## config.mk

```make
export PLATFORM = sky130hd
export DESIGN_NAME = half_precision_multiplier_top
export DESIGN_NICKNAME = d
export VERILOG_FILES = /design/src/rtl/hpm_pkg.sv /design/src/rtl/hpm_round.sv /design/src/rtl/half_precision_multiplier_top.sv
export SDC_FILE = /design/constraint.sdc
export NUM_CORES = 1
export LEC_CHECK = 0
export BUFFER_PORTS_ARGS = -buffer_cell sky130_fd_sc_hd__buf_2
export CORE_MARGIN = 4
export CORE_UTILIZATION = 25
export DETAILED_ROUTE_END_ITERATION = 7
export RECOVER_POWER = 25
export SLEW_MARGIN = 40
export SYNTH_ARGS = -nofsm -noshare
export SYNTH_HDL_FRONTEND = slang
export SYNTH_HIERARCHICAL = 1
export SYNTH_SLANG_ARGS = --single-unit
```

## constraint.sdc

```tcl
create_clock -name clk -period 7.83 [get_ports clk]
set_input_delay 0.3915 -clock clk [delete_from_list [all_inputs] [get_ports clk]]
set_output_delay 0.3915 -clock clk [all_outputs]
set_load 0.1 [all_outputs]
```

## src/rtl/hpm_pkg.sv

```systemverilog
// ----------------------------------------------------------------------------
// hpm_pkg
// Shared constants and stage payload types for the binary16 multiplier.
// ----------------------------------------------------------------------------
package hpm_pkg;

  localparam logic [15:0] HALF_QUIET_BIT   = 16'h0200;
  localparam logic [14:0] HALF_INF_BITS    = 15'h7C00;
  localparam logic [15:0] HALF_DEFAULT_NAN = 16'hFE00;

  // Operands split and classified; special results decided early.
  typedef struct packed {
    logic        sign;
    logic        special;
    logic [15:0] special_word;
    logic [10:0] sig_a;
    logic [10:0] sig_b;
    logic signed [7:0] pw;
  } hpm_s1_t;

  // Exact product with its exponent.
  typedef struct packed {
    logic        sign;
    logic        special;
    logic [15:0] special_word;
    logic [21:0] prod;
    logic signed [7:0] pw;
  } hpm_s2_t;

  // Aligned: a right shift of prod by shift leaves the target significand
  // in its low bits, with the dropped bits below it.
  typedef struct packed {
    logic        sign;
    logic        special;
    logic [15:0] special_word;
    logic [21:0] prod;
    logic [4:0]  shift;
    logic signed [7:0] k;
  } hpm_s3_t;

endpackage

```

## src/rtl/hpm_round.sv

```systemverilog
// ----------------------------------------------------------------------------
// hpm_round
// Right shift of the normalized product, round to nearest even, and packing.
// ----------------------------------------------------------------------------
module hpm_round import hpm_pkg::*; (
  input  hpm_s3_t     s3,
  output logic [15:0] word
);

  logic [32:0] wide;
  logic [11:0] q;
  logic        half_bit;
  logic        sticky;
  logic [11:0] qr;
  logic signed [8:0] kf;
  logic [14:0] mag;

  always_comb begin
    // The product sits above 22 guard bits; after the shift the kept
    // significand is in bits 32:22, the first dropped bit is bit 21 and
    // everything below it folds into sticky.
    wide     = 33'({s3.prod, 22'd0} >> s3.shift);
    q        = {1'b0, wide[32:22]};
    half_bit = wide[21];
    sticky   = |wide[20:0];
    qr       = q + 12'(half_bit && (sticky || q[0]));
    kf       = 9'(s3.k);
    if (qr[11]) begin
      qr = qr >> 1;
      kf = kf + 9'sd1;
    end
    if (qr == 12'd0) begin
      mag = 15'd0;
    end else if (!qr[10]) begin
      mag = {5'd0, qr[9:0]};
    end else if (kf + 9'sd25 >= 9'sd31) begin
      mag = HALF_INF_BITS;
    end else begin
      mag = {5'(kf + 9'sd25), qr[9:0]};
    end
    word = s3.special ? s3.special_word : {s3.sign, mag};
  end

endmodule

```

## src/rtl/half_precision_multiplier_top.sv

```systemverilog
// ----------------------------------------------------------------------------
// half_precision_multiplier_top
// Pipelined IEEE binary16 multiplier with round to nearest even.
// ----------------------------------------------------------------------------
// done rises together with product_half: each word passes the s1, s2 and s3
// registers and then product_half, while valid shifts alongside it.
// Throughput: one word per cycle; busy is always low since the receiver
// cannot stall and every stage advances each cycle.
// Reset clears the stage valid bits only; payload registers are not reset.
// Stages: classify and split, 11x11 multiply, leading-one normalize, round.
module half_precision_multiplier_top import hpm_pkg::*; (
  input  logic        clk,
  input  logic        rst,
  input  logic        start,
  output logic        busy,
  input  logic [15:0] multiplicand,
  input  logic [15:0] multiplier,
  output logic        done,
  output logic [15:0] product_half
);

  hpm_s1_t s1, s1_next;
  hpm_s2_t s2;
  hpm_s3_t s3, s3_next;
  logic [3:0] valid;
  logic [15:0] word;

  assign busy = 1'b0;

  // Stage 1: classify both operands and split off significands.
  always_comb begin
    logic [4:0] ea, eb;
    logic [9:0] fa, fb;
    logic a_nan, b_nan, a_inf, b_inf, a_zero, b_zero, sgn;
    ea = multiplicand[14:10]; eb = multiplier[14:10];
    fa = multiplicand[9:0];   fb = multiplier[9:0];
    a_nan  = (ea == 5'h1F) && (fa != 10'd0);
    b_nan  = (eb == 5'h1F) && (fb != 10'd0);
    a_inf  = (ea == 5'h1F) && (fa == 10'd0);
    b_inf  = (eb == 5'h1F) && (fb == 10'd0);
    a_zero = multiplicand[14:0] == 15'd0;
    b_zero = multiplier[14:0] == 15'd0;
    sgn    = multiplicand[15] ^ multiplier[15];
    s1_next.sign    = sgn;
    s1_next.special = a_nan || b_nan || a_inf || b_inf || a_zero || b_zero;
    if (a_nan)
      s1_next.special_word = multiplicand | HALF_QUIET_BIT;
    else if (b_nan)
      s1_next.special_word = multiplier | HALF_QUIET_BIT;
    else if ((a_inf || b_inf) && (a_zero || b_zero))
      s1_next.special_word = HALF_DEFAULT_NAN;
    else if (a_inf || b_inf)
      s1_next.special_word = {sgn, HALF_INF_BITS};
    else
      s1_next.special_word = {sgn, 15'd0};
    s1_next.sig_a = {ea != 5'd0, fa};
    s1_next.sig_b = {eb != 5'd0, fb};
    // Subnormals use a biased exponent of one.
    s1_next.pw = 8'(signed'({3'd0, (ea == 5'd0) ? 5'd1 : ea}))
               + 8'(signed'({3'd0, (eb == 5'd0) ? 5'd1 : eb})) - 8'sd50;
  end

  // Stage 3: find the leading one of the product and derive the target
  // exponent k, clamped at the subnormal floor.
  always_comb begin
    logic [4:0] m;
    logic signed [7:0] k, sh;
    m = 5'd0;
    for (int i = 0; i < 22; i++) begin
      if (s2.prod[i]) m = 5'(i);
    end
    k = 8'(signed'({3'd0, m})) + s2.pw - 8'sd10;
    if (k < -8'sd24) k = -8'sd24;
    sh = k - s2.pw;
    s3_next.sign         = s2.sign;
    s3_next.special      = s2.special;
    s3_next.special_word = s2.special_word;
    s3_next.k            = k;
    // A left shift is exact and needs no rounding; a right shift is left to
    // the rounder. Shifts past the product send everything below half an ulp.
    if (sh <= 8'sd0) begin
      s3_next.prod  = s2.prod << 5'(-sh);
      s3_next.shift = 5'd0;
    end else if (sh > 8'sd23) begin
      s3_next.prod  = s2.prod;
      s3_next.shift = 5'd31;
    end else begin
      s3_next.prod  = s2.prod;
      s3_next.shift = 5'(sh);
    end
  end

  hpm_round u_round (
    .s3   (s3),
    .word (word)
  );

  always_ff @(posedge clk) begin
    if (rst) begin
      valid <= 4'd0;
    end else begin
      valid <= {valid[2:0], start};
    end
    s1 <= s1_next;
    s2.sign         <= s1.sign;
    s2.special      <= s1.special;
    s2.special_word <= s1.special_word;
    s2.prod         <= {11'd0, s1.sig_a} * {11'd0, s1.sig_b};
    s2.pw           <= s1.pw;
    s3 <= s3_next;
    product_half <= word;
  end

  assign done = valid[3];

endmodule

```

==> results.sh, run 1 <==
export IMPL_rr_startpoint="s2[10]"
export IMPL_multi_input_area_sq_um=8890
export IMPL_netlist_instances=1425
export IMPL_die_area_sq_um=56100
export IMPL_fin_ws_ns=1.17
export IMPL_vias=10210
export IMPL_setup_tns_final_ns=0
export IMPL_layout_drive_gt1_share=0.124
export IMPL_clk_pin_slew_ns=0.07
export IMPL_cpMaxStageDelayCell="ha_1"
export IMPL_htreeDepth=4
export IMPL_slew_headroom=0.469
export IMPL_postCtsSetupBuffers=0
export IMPL_cts_root_buf="clkbuf_16"
export IMPL_worstSetupPathType="flop to flop"
export IMPL_hold_class="primary input to flop"
export IMPL_max_slew_worst_pin_slew_ns=0.796
export IMPL_antenna_found_initial=0
export IMPL_fmax_mhz=150
export IMPL_rsz0062_at_grt="false"
export IMPL_synth_top_area_frac=0.255
export IMPL_r2r_end="s3[34]"
export IMPL_cp_required_ns=8.15
export IMPL_ys_types=97
export IMPL_synth_seq_cells=167
export IMPL_dieWidth_microns=237
export IMPL_post_drt_wl_per_cell_microns=15.0
export IMPL_cts_resized=0
export IMPL_ioPinCount=53
export IMPL_synthArstFlopShare=0
export IMPL_fin_crit_ns=6.66
export IMPL_syn_cell_area_sq_um=13100
export IMPL_yosysSeqAreaShare=0.255
export IMPL_grtUsageTotal=0.112
export IMPL_reg2reg_slack_ns=1.17
export IMPL_timing_critical_path_to_type="flop"
export IMPL_synth_edff_count=0
export IMPL_timing_hold_ws_ns=0.0936
export IMPL_drv_cap=0
export IMPL_cts_buffers=17
export IMPL_reg2reg_depth=26
export IMPL_synth_common_cells="167 x dfxtp_1, 147 x nand2_1, 134 x inv_1, 93 x ha_1, 83 x fa_1"
export IMPL_clk_latency_ns=0.43
export IMPL_path_max_fanout=21
export IMPL_drt_iter0_markers=557
export IMPL_path_delay_family="adder cells"
export IMPL_place_ws_ns=1.18
export IMPL_synth_area_top_cells="dfxtp_1 26%, fa_1 13%, ha_1 8.9%, mux2i_1 4.7%, nand2_1 4.2%"
export IMPL_dp_hpwl_mm=25.5
export IMPL_coreArea_sq_um=51600
export IMPL_hold_buffers=0
export IMPL_ant_nets=0
export IMPL_hold_path_depth=1
export IMPL_dr_pass1_iters=5
export IMPL_synth_nets=1636
export IMPL_port_buffer_count=51
export IMPL_grt_pass1_wl_mm=53.0
export IMPL_seq_area_sq_um=3350
export IMPL_synth_top_cell_by_area="dfxtp_1"
export IMPL_fin_nets=1647
export IMPL_cts_tree="built"
export IMPL_path_common_cell="ha_1"
export IMPL_drc_errors=0
export IMPL_drv_slew=0
export IMPL_wl_mm=32.0
export IMPL_final_period_utilization=0.851
export IMPL_clock_sinks=167
export IMPL_diodes=0
export IMPL_synth_flop_cell="dfxtp_1"
export IMPL_synth_warnings=6
export IMPL_status="finished, final reports clean"
export IMPL_hold_violations=0
export IMPL_worstHoldStart="multiplier[9]"
export IMPL_routabilityCongestion=0.909
export IMPL_vias_per_cell=4.80
export IMPL_whs_endpoint="s1[17]"
export IMPL_setup_violations_final=0
export IMPL_area_delta_synth_final_pct=11.1
export IMPL_clock_path_buffers=2
export IMPL_critPathBufInv=1
export IMPL_initial_utilization=0.254
export IMPL_row_count=83
export IMPL_final_util=0.282
export IMPL_grt_max_degree=43
export IMPL_grt_pass1_vias=10323
export IMPL_yosysMostFrequentCell="dfxtp_1"
export IMPL_die_y_microns=237
export IMPL_clock_skew_ns=0.00898
export IMPL_critPathMaxStageDelay_ns=0.72
export IMPL_grt_overflow_total=0
export IMPL_startpoint_type="flop"
export IMPL_arrival_ns=6.98
export IMPL_fill_cells=5412
export IMPL_synth_area_per_cell_sq_um=9.19
-- how the worst max path moves through the flow --
stage                     depth (start not counted)  slack, ns    from      to
after CTS                                        26       1.15  s2[10]  s3[34]
after global routing                             26       0.55  s2[10]  s3[34]
after floorplan                                  26       2.08  s2[11]  s3[34]
after global placement                           26       1.28  s2[11]  s3[34]
after detailed placement                         26       1.18  s2[10]  s3[34]
final                                            26       1.17  s2[10]  s3[34]
-- cell usage in the layout, fill, tap and decap left out, types with 48 or more instances in the layout --
| cell type | instances |
|---|---|
| mux2_2 | 48 |
| and2_1 | 58 |
| nor2_1 | 67 |
| inv_1 | 134 |
| mux2i_1 | 62 |
| dfxtp_1 | 165 |
| ha_1 | 93 |
| o21ai_0 | 51 |
| nand2_1 | 147 |
| a21oi_1 | 65 |
| fa_1 | 83 |
-- per-stage QoR --
stage / instances / instance area, sq um
final: 2129 / 14600
after global routing: 2129 / 14600
after CTS: 2129 / 14600
after detailed placement: 2097 / 13900
after global placement: 2097 / 13900
after floorplan: 1425 / 13100
-- worst register-to-register path, cell delays in order, from the launching register on --
cell and delay (ns):
dfxtp_1 0.40, nor2_1 0.06, nor3_1 0.13, nor3_1 0.06, o31ai_1 0.22, a211oi_1 0.11, nor3_1 0.15, o31ai_1 0.09
ha_1 0.28, inv_1 0.04, ha_1 0.21, fa_1 0.40, a21oi_1 0.18, nor2_1 0.06, nor2_1 0.15, o21bai_1 0.08
a21oi_1 0.21, o2111ai_1 0.15, ha_1 0.35, nand2b_1 0.19, ha_1 0.21, fa_1 0.49, ha_1 0.72, mux4_2 0.61
mux4_2 0.46, mux2_2 0.27, mux2_2 0.26
-- area by class of cell --
cell class | count | share of cell area
Timing Repair Buffer | 65 | 0.0229
Multi-Input combinational cell | 1048 | 0.611
Tap cell | 680 | 0.0584
Inverter | 137 | 0.0353
Clock inverter | 15 | 0.0133
Sequential cell | 167 | 0.230
Clock buffer | 17 | 0.0292
-- routing by layer --
metal | track usage | vias up | routed length (microns)
met2 | 0.188 | 268 | 15100
met4 | 0.0269 | 0 | 559
met5 | 0 | - | 0
li1 | - | 4943 | -
met1 | 0.153 | 4958 | 14800
met3 | 0.0184 | 41 | 1610
-- flip-flops by register name (all words and copies together) (netlist names) --
signal,flops
s3,53
s1,47
s2,47
product_half,16
valid,4
-- logic make-up after synthesis --
| logic type | after synthesis | synth area share |
|---|---|---|
| fa+ha+maj | 176 | 0.216 |
| simple gates | 433 | 0.166 |
| mux | 133 | 0.126 |
| other cells | 1 | 0.000286 |
| flops | 167 | 0.255 |
| buf+inv | 210 | 0.0676 |
| xor+xnor | 46 | 0.0330 |
| compound gates | 259 | 0.136 |
Power of run 1 is left out: the tool's default activity adds up to more than one toggle a clock period on the data nets, which glitch-free logic cannot reach.
==> run 2, diff against run 1 <==
- CELL_PAD_IN_SITES_DETAIL_PLACEMENT: not set -> 2
- CELL_PAD_IN_SITES_GLOBAL_PLACEMENT: not set -> 2
- PLACE_DENSITY_LB_ADDON: not set -> 0.1
==> run 2 against run 1 <==
Cell area barely moved; first-iteration DRC count fell by 18%; die area did not move; global-route usage rose by 3.9 points; final cell count barely moved; clock skew rose by 0.0027 ns; core utilization barely moved; setup slack got worse by 0.15 ns; via count rose by 0.57%; fmax fell by 2.3%; routed wire length rose by 32%; worst hold slack improved by 0.019 ns; largest cell class unchanged; highest routed layer unchanged.
==> results.sh, run 2 (synthesized netlist as in run 1, its figures left out) <==
export IMPL_fmax_mhz=147
export IMPL_final_cell_mix="165 x dfxtp_1, 147 x nand2_1, 134 x inv_1"
export IMPL_clock_sinks=167
export IMPL_drc_errors=0
export IMPL_die_area_sq_um=56100
export IMPL_path_delay_family="adder cells"
export IMPL_grt_pass1_vias=11534
export IMPL_hold_class="primary input to flop"
export IMPL_die_y_microns=237
export IMPL_coreArea_sq_um=51600
export IMPL_final_common_cell="dfxtp_1"
export IMPL_initial_utilization=0.254
export IMPL_hold_buffers=0
export IMPL_setup_tns_final_ns=0
export IMPL_port_buffer_count=51
export IMPL_grt_overflow_total=0
export IMPL_final_period_utilization=0.870
export IMPL_cp_required_ns=8.17
export IMPL_worstSetupPathType="flop to flop"
export IMPL_drv_cap=0
export IMPL_cts_root_buf="clkbuf_16"
export IMPL_cpMaxStageDelayCell="ha_1"
export IMPL_cts_resized=0
export IMPL_htreeDepth=4
export IMPL_timing_critical_path_to_type="flop"
export IMPL_largest_register_ffs=53
export IMPL_slew_headroom=0.497
export IMPL_cts_buffers=17
export IMPL_clock_skew_ns=0.0116
export IMPL_dr_pass1_iters=4
export IMPL_grt_max_degree=42
export IMPL_vias=10268
export IMPL_drt_iter0_markers=458
export IMPL_drv_slew=0
export IMPL_top_register="s3"
export IMPL_antenna_found_initial=0
export IMPL_cts_tree="built"
export IMPL_fin_nets=1649
export IMPL_arrival_ns=7.15
export IMPL_status="finished, final reports clean"
export IMPL_clk_pin_slew_ns=0.07
export IMPL_clock_path_buffers=2
export IMPL_reg_largest_list="s3: 53 flops, s1: 47 flops, s2: 47 flops"
export IMPL_vias_per_cell=4.82
export IMPL_rsz0062_at_grt="false"
export IMPL_row_count=83
export IMPL_clk_latency_ns=0.44
export IMPL_ioPinCount=53
export IMPL_grtUsageTotal=0.151
export IMPL_path_max_fanout=21
export IMPL_grt_pass1_wl_mm=67.5
export IMPL_critPathMaxStageDelay_ns=0.75
export IMPL_hold_violations=0
export IMPL_layout_drive_gt1_share=0.125
export IMPL_path_common_cell="ha_1"
export IMPL_wl_mm=42.1
export IMPL_postCtsSetupBuffers=0
export IMPL_area_delta_synth_final_pct=11.1
export IMPL_routabilityCongestion=0.779
export IMPL_max_slew_worst_pin_slew_ns=0.754
export IMPL_post_drt_wl_per_cell_microns=19.8
export IMPL_startpoint_type="flop"
export IMPL_ant_nets=0
export IMPL_dieWidth_microns=237
export IMPL_fin_crit_ns=6.82
export IMPL_setup_violations_final=0
export IMPL_dp_hpwl_mm=34.1
export IMPL_critPathBufInv=1
export IMPL_diodes=0
-- run 2: metal layers --
layer | vias to the layer above | part of all wire | routed length, microns | track usage
met5 | - | 0 | 0 | 0
met4 | 0 | 0.012 | 518 | 0.0333
met1 | 5220 | 0.48 | 20400 | 0.203
met2 | 90 | 0.49 | 20500 | 0.260
li1 | 4931 | - | - | -
met3 | 27 | 0.016 | 687 | 0.0185
-- run 2: worst paths after layout --
path                        start  endpoint  slack (ns)  cells after the start
setup reg to reg           s2[11]    s3[34]        1.01                     26
hold / removal    multiplicand[6]    s1[25]        0.11                      1
hold reg to reg            s1[42]    s2[42]        0.33                      0
setup / recovery           s2[11]    s3[34]        1.01                     26
-- run 2: area by class of cell --
type	instances	area, sq um
fill	5789	37100
multi-input combinational	1048	8880
sequential	167	3350
tap	680	851
inverter	137	514
clock buffer	17	425
timing repair buffer	67	349
clock inverter	14	180
-- run 2: per-stage QoR --
stage,worst slack (ns),hold slack (ns),cell area (sq um),util,instances
2_1_floorplan,2.08,0.310,13100,-,1425
4_1_cts,0.918,0.0502,14600,0.282,2130
3_5_place_dp,0.935,0.314,14000,0.271,2099
5_1_grt,0.472,0.0857,14500,0.282,2130
3_3_place_gp,1.10,0.311,14000,0.271,2099
6_report,1.01,0.113,14500,0.282,2130
Power of run 2 is left out for the same reason.
